<file path="src/rtl/core/ethernet_ip_l4_header_parser_macros.svh">
// ----------------------------------------------------------------------------
// Assertion macros for the Ethernet / IP / L4 header parser
// Clocked assertion wrappers used at the end of the top level.
// ----------------------------------------------------------------------------
`ifndef ETHERNET_IP_L4_HEADER_PARSER_MACROS_SVH
`define ETHERNET_IP_L4_HEADER_PARSER_MACROS_SVH

// Check a property on every rising clock edge outside of reset.
`define EIPL4_ASSERT(label, prop, msg) \
   label: assert property (@(posedge clock) disable iff (reset) (prop)) else $error(msg);

// Check a property on every rising clock edge, reset included.
`define EIPL4_ASSERT_ALWAYS(label, prop, msg) \
   label: assert property (@(posedge clock) (prop)) else $error(msg);

`endif

</file>
<file path="src/rtl/core/eipl4_pkg.sv">
// ----------------------------------------------------------------------------
// eipl4_pkg
// Constants, codes and helpers for the Ethernet / IP / L4 header parser.
// ----------------------------------------------------------------------------
`timescale 1ns / 1ps

package eipl4_pkg;

   typedef logic [1:0] kind_type;
   typedef logic [1:0] mark_type;

   localparam kind_type KIND_IPV4  = 2'd0;
   localparam kind_type KIND_IPV6  = 2'd1;
   localparam kind_type KIND_OTHER = 2'd2;

   localparam mark_type MARK_NONE = 2'd0;
   localparam mark_type MARK_SYN  = 2'd1;
   localparam mark_type MARK_FIN  = 2'd2;

   localparam logic [15:0] ETH_IPV4  = 16'h0800;
   localparam logic [15:0] ETH_IPV6  = 16'h86DD;
   localparam logic [3:0]  VER_IPV4  = 4'd4;
   localparam logic [3:0]  VER_IPV6  = 4'd6;
   localparam logic [7:0]  PROTO_TCP = 8'd6;
   localparam logic [7:0]  PROTO_UDP = 8'd17;
   localparam logic [7:0]  TCP_SYN   = 8'h02;
   localparam logic [7:0]  TCP_FIN   = 8'h01;

   localparam int POS_W = 7;
   localparam logic [POS_W-1:0] POS_MAX        = 7'd127;
   localparam logic [POS_W-1:0] ETH_HDR_LEN    = 7'd14;
   localparam logic [POS_W-1:0] IPV6_L4_START  = 7'd54;
   localparam logic [POS_W-1:0] POS_ETYPE_HI   = 7'd12;
   localparam logic [POS_W-1:0] POS_ETYPE_LO   = 7'd13;
   localparam logic [POS_W-1:0] POS_IP_FIRST   = 7'd14;
   localparam logic [POS_W-1:0] POS_V4_PROTO   = 7'd23;
   localparam logic [POS_W-1:0] POS_V6_NEXT    = 7'd20;
   localparam int V4_SRC_END   = 29;
   localparam int V4_DST_END   = 33;
   localparam int V6_SRC_END   = 37;
   localparam int V6_DST_END   = 53;
   localparam int DST_MAC_END  = 5;
   localparam int SRC_MAC_END  = 11;
   localparam logic [POS_W:0] FLAGS_OFFSET = 8'd13;

   localparam int RSP_DATA_W = 416;
   localparam int RSP_USER_W = 2;

   function automatic kind_type kind_of(input logic [15:0] etype, input logic [7:0] first);
      kind_type k;
      k = KIND_OTHER;
      if (etype == ETH_IPV4 && first[7:4] == VER_IPV4) begin
         k = KIND_IPV4;
      end else if (etype == ETH_IPV6 && first[7:4] == VER_IPV6) begin
         k = KIND_IPV6;
      end
      return k;
   endfunction

endpackage

</file>
<file path="src/rtl/core/ethernet_ip_l4_header_parser.sv">
// ----------------------------------------------------------------------------
// ethernet_ip_l4_header_parser
// Captures Ethernet, IPv4/IPv6 and TCP/UDP header fields by byte position
// and emits one header summary per frame.
// ----------------------------------------------------------------------------
// Usage:
//   req_* carries one frame byte per item, starting at destination MAC
//   byte 0; req_tlast marks the final byte of a frame. rsp_* carries one
//   header summary per frame, issued for the item marked last.
//   Throughput: one byte per cycle while req_tready is high, frames back to back.
//   Latency: the summary is valid the cycle after the last byte is taken;
//   capture logic sits between the position/capture registers and a
//   single result register.
//   Stall: a summary waiting on rsp_tready holds; req_tready drops only
//   while that register is full and not being taken, otherwise bytes of
//   the next frame keep flowing.
//   Reset: synchronous, active high; clears the byte position, all capture
//   registers and the result valid. Capture state also clears after every
//   frame. Bytes past position 127 capture nothing.
// ----------------------------------------------------------------------------
`timescale 1ns / 1ps
`include "ethernet_ip_l4_header_parser_macros.svh"

module ethernet_ip_l4_header_parser (
   input  logic                              clock,
   input  logic                              reset,
   input  logic                              req_tvalid,
   output logic                              req_tready,
   input  logic [7:0]                        req_tdata,  // [7:0] packet_byte
   input  logic                              req_tlast,  // last_byte
   output logic                              rsp_tvalid,
   input  logic                              rsp_tready,
   // [47:0] dst_mac, [95:48] src_mac, [111:96] ether_type,
   // [175:112] ip_src_high, [239:176] ip_src_low, [303:240] ip_dst_high,
   // [367:304] ip_dst_low, [375:368] proto_number, [391:376] src_port,
   // [407:392] dst_port, [409:408] tcp_mark, [415:410] zero
   output logic [eipl4_pkg::RSP_DATA_W-1:0] rsp_tdata,
   output logic [eipl4_pkg::RSP_USER_W-1:0] rsp_tuser   // [1:0] l3_kind
);

   localparam int PW = eipl4_pkg::POS_W;

   logic [PW-1:0]             pos_ff, pos_in;
   logic [47:0]               dst_mac_ff, dst_mac_in;
   logic [47:0]               src_mac_ff, src_mac_in;
   logic [15:0]               etype_ff, etype_in;
   eipl4_pkg::kind_type       kind_ff, kind_in;
   logic [PW-1:0]             l4_ff, l4_in;
   logic [7:0]                proto_ff, proto_in;
   logic [127:0]              src_addr_ff, src_addr_in;
   logic [127:0]              dst_addr_ff, dst_addr_in;
   logic [31:0]               port_ff, port_in;
   logic [7:0]                flags_ff, flags_in;

   logic                              rsp_valid_ff, rsp_valid_in;
   logic [eipl4_pkg::RSP_DATA_W-1:0]  rsp_data_ff, rsp_data_in;
   eipl4_pkg::kind_type               rsp_kind_ff, rsp_kind_in;

   logic                 accept;
   logic                 last_accept;
   logic [7:0]           b;
   logic [PW:0]          p8, l4_8;
   logic                 is_v4, is_v6, is_ip;
   logic [7:0]           sum_proto;
   logic                 has_ports;
   eipl4_pkg::mark_type  sum_mark;

   assign req_tready  = !rsp_valid_ff || rsp_tready;
   assign accept      = req_tvalid && req_tready;
   assign last_accept = accept && req_tlast;
   assign b           = req_tdata;
   assign p8          = {1'b0, pos_ff};

   // next capture values for the byte on the input
   always_comb begin
      dst_mac_in  = dst_mac_ff;
      src_mac_in  = src_mac_ff;
      etype_in    = etype_ff;
      kind_in     = kind_ff;
      l4_in       = l4_ff;
      proto_in    = proto_ff;
      src_addr_in = src_addr_ff;
      dst_addr_in = dst_addr_ff;
      port_in     = port_ff;
      flags_in    = flags_ff;

      for (int i = 0; i < 6; i++) begin
         if (pos_ff == PW'(eipl4_pkg::DST_MAC_END - i)) begin
            dst_mac_in[8*i +: 8] = b;
         end
         if (pos_ff == PW'(eipl4_pkg::SRC_MAC_END - i)) begin
            src_mac_in[8*i +: 8] = b;
         end
      end
      if (pos_ff == eipl4_pkg::POS_ETYPE_HI) begin
         etype_in[15:8] = b;
      end
      if (pos_ff == eipl4_pkg::POS_ETYPE_LO) begin
         etype_in[7:0] = b;
      end

      if (pos_ff == eipl4_pkg::POS_IP_FIRST) begin
         kind_in = eipl4_pkg::kind_of(etype_ff, b);
         unique case (kind_in)
            eipl4_pkg::KIND_IPV4: l4_in = eipl4_pkg::ETH_HDR_LEN + {1'b0, b[3:0], 2'b00};
            eipl4_pkg::KIND_IPV6: l4_in = eipl4_pkg::IPV6_L4_START;
            default:              l4_in = '0;
         endcase
      end

      is_v4 = (kind_in == eipl4_pkg::KIND_IPV4);
      is_v6 = (kind_in == eipl4_pkg::KIND_IPV6);
      is_ip = is_v4 || is_v6;
      l4_8  = {1'b0, l4_in};

      if ((is_v4 && pos_ff == eipl4_pkg::POS_V4_PROTO)
          || (is_v6 && pos_ff == eipl4_pkg::POS_V6_NEXT)) begin
         proto_in = b;
      end

      for (int i = 0; i < 16; i++) begin
         if ((is_v6 && pos_ff == PW'(eipl4_pkg::V6_SRC_END - i))
             || (is_v4 && i < 4 && pos_ff == PW'(eipl4_pkg::V4_SRC_END - i))) begin
            src_addr_in[8*i +: 8] = b;
         end
         if ((is_v6 && pos_ff == PW'(eipl4_pkg::V6_DST_END - i))
             || (is_v4 && i < 4 && pos_ff == PW'(eipl4_pkg::V4_DST_END - i))) begin
            dst_addr_in[8*i +: 8] = b;
         end
      end

      for (int i = 0; i < 4; i++) begin
         if (is_ip && p8 == l4_8 + (PW+1)'(3 - i)) begin
            port_in[8*i +: 8] = b;
         end
      end
      if (is_ip && p8 == l4_8 + eipl4_pkg::FLAGS_OFFSET) begin
         flags_in = b;
      end

      pos_in = (pos_ff == eipl4_pkg::POS_MAX) ? pos_ff : pos_ff + PW'(1);
   end

   // summary from the values that include the last byte
   always_comb begin
      sum_proto = is_ip ? proto_in : 8'd0;
      has_ports = is_ip && (sum_proto == eipl4_pkg::PROTO_TCP
                            || sum_proto == eipl4_pkg::PROTO_UDP);
      sum_mark  = eipl4_pkg::MARK_NONE;
      if (is_ip && sum_proto == eipl4_pkg::PROTO_TCP) begin
         priority if ((flags_in & eipl4_pkg::TCP_SYN) != 8'd0) begin
            sum_mark = eipl4_pkg::MARK_SYN;
         end else if ((flags_in & eipl4_pkg::TCP_FIN) != 8'd0) begin
            sum_mark = eipl4_pkg::MARK_FIN;
         end
      end

      rsp_data_in = {
         6'd0,
         sum_mark,
         has_ports ? port_in[15:0] : 16'd0,
         has_ports ? port_in[31:16] : 16'd0,
         sum_proto,
         is_ip ? dst_addr_in[63:0] : 64'd0,
         is_v6 ? dst_addr_in[127:64] : 64'd0,
         is_ip ? src_addr_in[63:0] : 64'd0,
         is_v6 ? src_addr_in[127:64] : 64'd0,
         etype_in,
         src_mac_in,
         dst_mac_in
      };
      rsp_kind_in = kind_in;

      rsp_valid_in = rsp_valid_ff;
      if (last_accept) begin
         rsp_valid_in = 1'b1;
      end else if (rsp_tready) begin
         rsp_valid_in = 1'b0;
      end
   end

   always_ff @(posedge clock) begin
      if (reset || last_accept) begin
         pos_ff      <= '0;
         dst_mac_ff  <= '0;
         src_mac_ff  <= '0;
         etype_ff    <= '0;
         kind_ff     <= eipl4_pkg::KIND_OTHER;
         l4_ff       <= '0;
         proto_ff    <= '0;
         src_addr_ff <= '0;
         dst_addr_ff <= '0;
         port_ff     <= '0;
         flags_ff    <= '0;
      end else if (accept) begin
         pos_ff      <= pos_in;
         dst_mac_ff  <= dst_mac_in;
         src_mac_ff  <= src_mac_in;
         etype_ff    <= etype_in;
         kind_ff     <= kind_in;
         l4_ff       <= l4_in;
         proto_ff    <= proto_in;
         src_addr_ff <= src_addr_in;
         dst_addr_ff <= dst_addr_in;
         port_ff     <= port_in;
         flags_ff    <= flags_in;
      end
   end

   always_ff @(posedge clock) begin
      if (reset) begin
         rsp_valid_ff <= 1'b0;
      end else begin
         rsp_valid_ff <= rsp_valid_in;
      end
   end

   always_ff @(posedge clock) begin
      if (last_accept) begin
         rsp_data_ff <= rsp_data_in;
         rsp_kind_ff <= rsp_kind_in;
      end
   end

   assign rsp_tvalid = rsp_valid_ff;
   assign rsp_tdata  = rsp_data_ff;
   assign rsp_tuser  = rsp_kind_ff;

   `EIPL4_ASSERT(a_last_clears, last_accept |=> rsp_tvalid && pos_ff == '0 && kind_ff == eipl4_pkg::KIND_OTHER, "last item did not issue a summary and clear state")
   `EIPL4_ASSERT(a_other_no_l4, rsp_tvalid && rsp_tuser == eipl4_pkg::KIND_OTHER |-> rsp_tdata[409:368] == '0, "non-IP summary carries L4 fields")
   `EIPL4_ASSERT(a_mark_tcp, rsp_tvalid && rsp_tdata[409:408] != eipl4_pkg::MARK_NONE |-> rsp_tdata[375:368] == eipl4_pkg::PROTO_TCP, "TCP mark on non-TCP summary")
   `EIPL4_ASSERT(a_l4_range, kind_ff == eipl4_pkg::KIND_OTHER || l4_ff >= eipl4_pkg::ETH_HDR_LEN, "L4 start below Ethernet header end")
   `EIPL4_ASSERT_ALWAYS(a_reset_idle, reset |=> !rsp_tvalid, "summary valid right after reset")

endmodule

</file>
<file path="config.mk">
export PLATFORM = sky130hd
export DESIGN_NAME = ethernet_ip_l4_header_parser
export DESIGN_NICKNAME = d
export VERILOG_FILES = /design/src/rtl/core/eipl4_pkg.sv /design/src/rtl/core/ethernet_ip_l4_header_parser.sv
export VERILOG_INCLUDE_DIRS = /design/src /design/src/rtl/core
export SDC_FILE = /design/constraint.sdc
export NUM_CORES = 1
export LEC_CHECK = 0
export BUFFER_PORTS_ARGS = -buffer_cell sky130_fd_sc_hd__buf_2
export CAP_MARGIN = 10
export CORE_AREA = 4 4 240 242
export CTS_CLUSTER_SIZE = 8
export DETAILED_ROUTE_END_ITERATION = 10
export DIE_AREA = 0 0 244 246
export PLACE_DENSITY = 0.85
export SYNTH_ARGS = -nofsm -noshare
export SYNTH_HDL_FRONTEND = slang
export SYNTH_SLANG_ARGS = --single-unit
</file>
<file path="constraint.sdc">
create_clock -name clock -period 16.2 [get_ports clock]
set_clock_uncertainty 0.05 [all_clocks]
set_input_delay 0.81 -clock clock [delete_from_list [all_inputs] [get_ports clock]]
set_output_delay 0.81 -clock clock [all_outputs]
set_load 0.03 [all_outputs]
</file>
* Yosys cells after proc, flatten, opt, wreduce, memory -nomap -nowiden
Cells that the tools add are included.
** Storage, ports and cells
- Flip-flop bits (word level) :: 839
- Input port bits :: 13
- Output and inout port bits :: 420
- Word-level logic and storage cells :: 224
** Cells by class
- Add/sub/neg operators :: 6
- Eq/ne operators :: 61
- Mux-type cells :: 63
- Bitwise gates (word level) :: 2
- Reductions and logical operators :: 73
** Operators with widths (number)
- two-way mux 8 bit :: 52
- == test 7 x 6 -> 1 bit (second input constant) :: 22
- == test 7 x 5 -> 1 bit (second input constant) :: 11
- logical AND 1 bit :: 53
- == test 7 x 4 -> 1 bit (second input constant) :: 7
- == test 7 x 8 -> 1 bit :: 4
- == test 7 x 3 -> 1 bit (second input constant) :: 4
- adder 7 x 2 -> 8 bit (second input constant) :: 2
- == test 16 x 12 -> 1 bit (second input constant) :: 1
- == test 16 bit (second input constant) :: 1
- == test 7 x 2 -> 1 bit (second input constant) :: 2
- case mux 7 bit (2 select lines) :: 1
- logical OR 1 bit :: 13
- two-way mux 2 bit :: 6
- adder 7 x 1 -> 8 bit (second input constant) :: 1
- adder 7 x 4 -> 8 bit (second input constant) :: 1
- == test 4 x 3 -> 1 bit (second input constant) :: 2
- == test 8 x 3 -> 1 bit (second input constant) :: 1
- == test 8 x 5 -> 1 bit (second input constant) :: 1
- adder 4 x 6 -> 7 bit (first input constant) :: 1
- adder 7 x 1 -> 7 bit (second input constant) :: 1
- == test 7 x 1 -> 1 bit (second input constant) :: 1
- == test 7 bit :: 1
- == test 7 bit (second input constant) :: 1
- other kinds (10) :: 15

* Depth between registers and ports, before layout
Gate-level depths: netlist (run 1).
- Word-level depth :: 15
- Gate-level depth with buffers :: 17
- Gate-level depth less buffers :: 16

* Worst setup path before layout (run 1)
No wires, ideal clock.
- Path type :: in2reg
- Start :: input port rsp_tready
- End :: register dst_mac_ff[0]
- Setup time :: 132 ps
- Data arrival time :: 11050 ps
- Required time :: 16018 ps
- Path slack :: 4968 ps
- Stages on the path :: 9
- Buffers on the path :: 3
- Cells stage by stage :: nand2b_1 > and2_1 > nand2_1 > inv_1 > or2_2 > clkbuf_1 > clkbuf_1 > clkbuf_1 > nor3_1
** Between the ends
- Cells in the longest elaborated chain, start to end :: 4
** RTL lines
- start: declaration :: line ethernet_ip_l4_header_parser.sv:32 : input logic rsp_tready,
- logical OR 1 bit :: line ethernet_ip_l4_header_parser.sv:68 : assign req_tready = !rsp_valid_ff || rsp_tready;
- logical AND 1 bit :: line ethernet_ip_l4_header_parser.sv:69 : assign accept = req_tvalid && req_tready;
- logical AND 1 bit :: line ethernet_ip_l4_header_parser.sv:70 : assign last_accept = accept && req_tlast;
- via last_accept :: line ethernet_ip_l4_header_parser.sv:60 : logic last_accept;
- logical OR 1 bit :: line ethernet_ip_l4_header_parser.sv:183 : if (reset || last_accept) begin
- end signal: assignment :: line ethernet_ip_l4_header_parser.sv:197 : dst_mac_ff <= dst_mac_in;
- end: declaration :: line ethernet_ip_l4_header_parser.sv:44 : logic [47:0] dst_mac_ff, dst_mac_in;
The timed path passes the listed nets, and every way through them passes these cells.
A chain may end at the register's enable or synchronous reset.

* Final worst setup path (run 1)
- Start :: register pos_ff[1]
- End :: register port_ff[21]
** Between the ends
- Cells in the longest elaborated chain, start to end :: 6
- Elaborated cells between the ends (all ways) :: 10
- Those cells by class :: add/sub (1); eq/ne (3); mux (3); reduce/logical (3)
** RTL lines
- start: declaration :: line ethernet_ip_l4_header_parser.sv:43 : logic [PW-1:0] pos_ff, pos_in;
- start signal: assignment :: line ethernet_ip_l4_header_parser.sv:196 : pos_ff <= pos_in;
- == test 7 x 4 -> 1 bit
- two-way mux 7 bit / two-way mux 2 bit (equally long branches) :: line ethernet_ip_l4_header_parser.sv:102 : if (pos_ff == eipl4_pkg::POS_IP_FIRST) begin
- adder 7 x 1 -> 8 bit, or another cell as far along :: line ethernet_ip_l4_header_parser.sv:133 : if (is_ip && p8 == l4_8 + (PW+1)'(3 - i)) begin
- == test 7 x 8 -> 1 bit / logical OR 1 bit (equally long branches) :: line ethernet_ip_l4_header_parser.sv:133, ethernet_ip_l4_header_parser.sv:113
- logical AND 1 bit (*) :: line ethernet_ip_l4_header_parser.sv:133
- two-way mux 8 bit (*) :: line ethernet_ip_l4_header_parser.sv:133
- end signal: assignment :: line ethernet_ip_l4_header_parser.sv:205 : port_ff <= port_in;
- end: declaration :: line ethernet_ip_l4_header_parser.sv:52 : logic [31:0] port_ff, port_in;
Every way passes the cells marked *; elsewhere a longest branch is shown, timed or not.

==> results of run 1 <==
## worst paths after layout
path | from | endpoint | cells after the start
min | reset | rsp_tvalid | 2
max | pos_ff[1] | port_ff[21] | 13
max reg2reg | pos_ff[1] | port_ff[21] | 13
min reg2reg | src_addr_ff[61] | src_addr_ff[61] | 2
## stage by stage
stage,power (W),setup WS (ns),std cells,instance area [sq um]
after floorplan,0.00259,4.97,3372,34800
after global placement,0.00268,10.59,4311,37100
after detailed placement,0.00268,10.55,4311,37100
after CTS,0.00487,10.61,4526,40400
after global routing,0.00498,10.05,4526,40400
final,0.00486,10.52,4526,40400
## state kept, by name, summed over array words and instances (netlist names), 7 cells and up
signal and cells:
l4_ff 7, proto_ff 8, pos_ff 7, dst_addr_ff 128, src_addr_ff 128, dst_mac_ff 48
src_mac_ff 48, port_ff 32, rsp_tdata 410, etype_ff 16
## layout by cell type (no fill, tap or decap), types with 94 or more instances in the layout
cell	instances
buf_2	418
nor3_1	111
clkbuf_1	94
a21oi_1	283
nand3_1	131
edfxtp_1	412
nand2_1	471
clkbuf_16	116
dfxtp_1	427
nor2_1	567
mux2i_1	323
mux2_2	101
## logic make-up after synthesis
group           count (synthesis)  share of synthesized area [%]
simple gates                 1372                           16.5
fa+ha+maj                      10                          0.360
other cells                     1                         0.0108
xor+xnor                       15                          0.378
compound gates                432                           6.89
buf+inv                       274                           3.10
mux                           424                           12.6
flops                         839                           60.2
## routing by layer
layer  vias up  part of all wire [%]
met5         -                 0.013
li1      12300                     -
met1     13000                    38
met3       274                    11
met4         2                   4.4
met2      1447                    47
## report_power, final
| group | internal, W | switching, W | total, W | leakage [nW] |
|---|---|---|---|---|
| clock network | 0.00133 | 0.000871 | 0.00221 | 1.57 |
| logic | 0.0000685 | 0.000265 | 0.000334 | 5.11 |
| registers | 0.00229 | 0.0000262 | 0.00232 | 7.16 |
## final cells by class
class                      instances  share of cell area, %
tap                              748                   2.32
clock inverter                     5                  0.164
timing repair buffer             454                   5.87
inverter                          11                  0.121
clock buffer                     210                   8.05
sequential                       839                   51.7
multi-input combinational       2259                   31.7
## worst register-to-register path: stages (launching register included)
cell       delay [ns]
dfxtp_1          0.46
ha_1             0.54
nand3_1          0.62
nor2_4           0.62
o21ai_1          0.32
o22ai_1          0.47
ha_1             0.34
xor2_1           0.16
a2111oi_1        0.61
nand2_1          0.12
mux2i_1          0.18
o211ai_2         0.40
or2_0            0.49
o21ai_0          0.23
==> run_results.csv, run 1 <==
group,metric,value,unit
critical_path,crit_path_max_incr_delay,0.62,ns
global_routing,grt.total_usage,31.2,%
synthesis,synth_area_leaders,"edfxtp_1 36%, dfxtp_1 25%, mux2i_1 9.3%",
synthesis,synth_cell_types,67,
clock_network,ctsHoldBuffers,0,
placed_design,dp_hpwl,57600,um
final_layout,regArea,0.0209,sq mm
critical_path,critical_path_arrival,6.20,ns
synthesis,synth-edff-count,412,
global_routing,use_met3,8.69,%
clock_network,cts-root-buf,"clkbuf_16",
floorplan,die_h,246,um
global_routing,overflow,0,
timing,fmaxAchievable,176,MHz
clock_network,path_clk_slew,0.05,ns
floorplan,coreArea,0.0551,sq mm
clock_network,h-tree-depth,3,
floorplan,ioPinCount,433,
synthesis,synth_commonest_cells,"568 x nor2_1, 472 x nand2_1, 427 x dfxtp_1",
critical_path,cp_cell_sequence,"ha_1 -> nand3_1 -> nor2_4 -> o21ai_1 -> o22ai_1 -> ha_1 -> xor2_1 -> a2111oi_1 -> nand2_1 -> mux2i_1 -> o211ai_2 -> or2_0 -> o21ai_0",
global_routing,busiest_layer,"met2",
clock_network,cts_tree,"done",
floorplan,die_w,244,um
synthesis,syn_inst,3367,
critical_path,required,16.72,ns
final_layout,area_delta_synth_final,16.3,%
timing,max_slew_margin,18.5,%
clock_network,ctsResizeCount,0,
synthesis,yosysTopAreaCellShare,35.6,%
timing,finalHoldViolations,0,
synthesis,yosysMostFrequentCell,"nor2_1",
timing,rsz0062_at_grt,"false",
placed_design,portBuffers,426,
power,max-vdd-ir-drop,0.000108,V
critical_path,cp_max_fo,18,
placed_design,gp_congestion,0.874,
run,cap_violations,0,
drt,wl,97200,um
synthesis,synth_area,0.0348,sq mm
synthesis,synth-warning-count,0,
floorplan,rows,86,
floorplan,dieArea,0.0600,sq mm
final_layout,nets,3702,
synthesis,ys_seq_elements,839,
clock_network,post_cts_buffers,0,
timing,period_needed,5.68,ns
timing,setup_tns,0,ns
power,p_leak,13.8,nW
synthesis,syn_avg_cell_area,10.3,sq um
critical_path,setup.worst_path.class,"register to register",
drt,dr_total_vias,27000,
synthesis,seq_area_frac_synth,60.2,%
global_routing,grt.met1_usage,39.3,%
power,powerDensity,120,mW/mm^2
timing,hold_slack,0.388,ns
floorplan,start_util,63.1,%
final_layout,drive_above_1_share,18.8,%
global_routing,first_global_vias,26200,
clock_network,clock_latency,0.65,ns
drt,route.detailed.drc,0,
critical_path,cpMostUsedCell,"ha_1",
timing,setup_violations,0,
final_layout,multi_input_comb_area,0.0128,sq mm
timing,worst_pin_slew,1.22,ns
hold_path,hold_class,"primary input to register",
final_layout,final_util,73.4,%
final_layout,fillCellCount,3709,
critical_path,start_kind,"register",
clock_network,clock_sinks,839,
clock_network,clockBufferDepth,3,
drt,wl_per_cell,21.5,um
outcome,status,"complete, no violations",
critical_path,crit_buf_inv,0,
global_routing,grt_max_degree,159,
global_routing,antenna_found_initial,1,
final_layout,antenna_cells,0,
drt,viasPerCell,5.97,
clock_network,numCtsBuffers,114,
timing,layout_worst_path_cycle_share,35.1,%
drt,drt-initial-drc-count,2750,
synthesis,synthArstFlopShare,0,%
critical_path,r2r_setup_slack,10.52,ns
critical_path,slowest_stage,"nand3_1",
drt,ant_nets,0,
drt,dr.pass1.iters,6,
timing,slew_violations,0,
critical_path,crit_family,"compound AO/OA/AOI/OAI gates",
synthesis,synth_top_area_cell,"edfxtp_1",
synthesis,synth_ff_type,"dfxtp_1",
global_routing,grt_pass1_wl,148000,um
critical_path,crit_path_end_kind,"register",
global_routing,grt_use_met2,50.4,%
(Power assumes the default switching activity.)
==> run 2: changes to the inputs <==
- CORE_AREA: 4 4 240 242 -> 4 4 250 252
- DIE_AREA: 0 0 244 246 -> 0 0 254 256
- PLACE_DENSITY: 0.85 -> 0.79
- clock period: 16.2 -> 5.3 ns (I/O delays scaled with it)
==> run_results.csv, run 2 (synthesized netlist as in run 1, its figures left out) <==
group,metric,value,unit
outcome,status,"complete, no violations",
hold_path,hold_class,"primary input to register",
drt,wl,97100,um
global_routing,antenna_found_initial,0,
power,power.internal,0.0114,W
run,cap_violations,0,
floorplan,die_w,254,um
critical_path,cp_max_fo,17,
timing,period_needed,4.65,ns
timing,setup_violations,0,
drt,dr_total_vias,26600,
critical_path,crit_family,"compound AO/OA/AOI/OAI gates",
clock_network,clockBufferDepth,3,
global_routing,first_global_vias,25500,
final_layout,area_delta_synth_final,17.2,%
floorplan,start_util,57.8,%
critical_path,r2r-start,"pos_ff[1]",
timing,finalHoldViolations,0,
floorplan,coreArea,0.0601,sq mm
power,p_sw_share,24.0,%
power,p_leak,14.0,nW
power,p_clk_share,45.7,%
global_routing,overflow,0,
drt,wl_per_cell,21.2,um
critical_path,r2r-end,"port_ff[20]",
clock_network,clock_latency,0.67,ns
placed_design,portBuffers,426,
global_routing,grt_pass1_wl,149000,um
clock_network,path_clk_slew,0.06,ns
critical_path,start_kind,"register",
critical_path,crit_path_end_kind,"register",
power,powerDensity,367,mW/mm^2
drt,dr.pass1.iters,6,
clock_network,h-tree-depth,3,
clock_network,numCtsBuffers,115,
global_routing,grt.total_usage,29.0,%
power,switchingPower,0.00358,W
critical_path,crit_buf_inv,1,
clock_network,cts_tree,"done",
timing,rsz0062_at_grt,"false",
final_layout,final_util,67.8,%
final_layout,antenna_cells,0,
final_layout,final_common_cell,"nor2_1",
timing,worst_pin_slew,1.21,ns
critical_path,critical_path_arrival,5.17,ns
timing,hold_slack,0.0549,ns
timing,slew_violations,0,
floorplan,dieArea,0.0650,sq mm
hold_path,hold_path_depth,3,
critical_path,slowest_stage,"a2111oi_1",
timing,fmaxAchievable,215,MHz
placed_design,dp_hpwl,58700,um
critical_path,crit_start,"pos_ff[1]",
critical_path,cp.depth,14,
final_layout,nets,3716,
critical_path,cp_cell_sequence,"ha_1 -> nand3_1 -> buf_4 -> nor2_4 -> o21ai_1 -> o22ai_1 -> ha_1 -> xor2_1 -> a2111oi_1 -> nand2_1 -> mux2i_1 -> o211ai_2 -> or2_0 -> o21ai_0",
power,p_comb_share,6.9,%
drt,ant_nets,0,
clock_network,cts-root-buf,"clkbuf_16",
placed_design,gp_congestion,0.940,
power,max-vdd-ir-drop,0.000357,V
timing,max_slew_margin,19.3,%
final_layout,drive_above_1_share,19.5,%
power,seq_power_share,47.4,%
critical_path,crit_end,"port_ff[20]",
critical_path,cpMostUsedCell,"ha_1",
floorplan,rows,90,
clock_network,clock_sinks,839,
floorplan,die_h,256,um
final_layout,largest_reg_flops,410,
global_routing,grt_max_degree,174,
timing,layout_worst_path_cycle_share,87.7,%
drt,route.detailed.drc,0,
critical_path,reg2regPathDepth,14,
critical_path,setup.worst_path.class,"register to register",
drt,drt-initial-drc-count,2465,
critical_path,r2r_setup_slack,0.65,ns
critical_path,crit_path_max_incr_delay,0.60,ns
final_layout,layout_common_cells,"567 x nor2_1, 470 x nand2_1, 426 x dfxtp_1",
floorplan,ioPinCount,433,
drt,viasPerCell,5.82,
critical_path,required,5.82,ns
clock_network,post_cts_buffers,0,
-- run 2: cell count changes in the layout (fill, tap and decap cells not counted), sizes merged --
cell,delta
clkbuf,+1
clkinvlp,+2
clkinv,-1
buf,+11
dlygate4sd3,+2
-- run 2: through the flow --
step	setup slack, ns	std cells	total power [W]	area (sq um)	setup TNS (ns)
final	0.651	4575	0.0149	40700	0
after global routing	0.303	4575	0.0154	40700	0
after CTS	0.670	4575	0.0150	40700	0
after detailed placement	0.725	4356	0.00823	37400	0
after global placement	0.891	4356	0.00822	37400	0
after floorplan	-2.76	3372	0.00795	35200	-1997.23
-- run 2: repair_timing --
| action | CTS | global route |
|---|---|---|
| resized for setup | 0 | 0 |
| hold buffers | 2 | 0 |
| hold endpoints to repair | 1 | 0 |
-- run 2: tightest hold or removal path: cells and delay by family --
kind	cells	cell delay (ns)
AOI/OAI and AO/OA	1	0.06
and+or+nand+nor	1	0.13
buffers and inverters	1	0.23
-- run 2: routing by layer --
layer  vias to the layer above  GRT usage, %  wire length (um)
met3                       186          7.17              8810
li1                      12300             -                 -
met5                         -             0                 0
met4                         0          11.8              3740
met2                      1160          45.8             45600
met1                     12900          38.6             38900
-- run 2: layout make-up --
class	count	area [sq um]
Clock inverter	6	66.3
Fill cell	4580	19400
Inverter	11	45.0
Clock buffer	211	3300
Sequential cell	839	20900
Tap cell	782	978
Multi-Input combinational cell	2259	12900
Timing Repair Buffer	467	2540
-- run 2: power by group through the flow --
stage / clock network (W) / registers (W) / logic [W]
CTS: 0.00691 / 0.00708 / 0.00103
floorplan: 0 / 0.00753 / 0.000421
detailed placement: 0 / 0.00721 / 0.00102
finish: 0.00683 / 0.00708 / 0.00103
global placement: 0 / 0.00720 / 0.00101
global route: 0.00722 / 0.00709 / 0.00109
-- run 2: how the worst min path moves through the flow --
stage | start | end
global placement | dst_mac_ff[28] | dst_mac_ff[28]
CTS | req_tdata[0] | dst_addr_ff[112]
global route | req_tdata[0] | src_addr_ff[32]
finish | req_tdata[0] | src_addr_ff[32]
floorplan | reset | rsp_tvalid
detailed placement | src_mac_ff[45] | src_mac_ff[45]
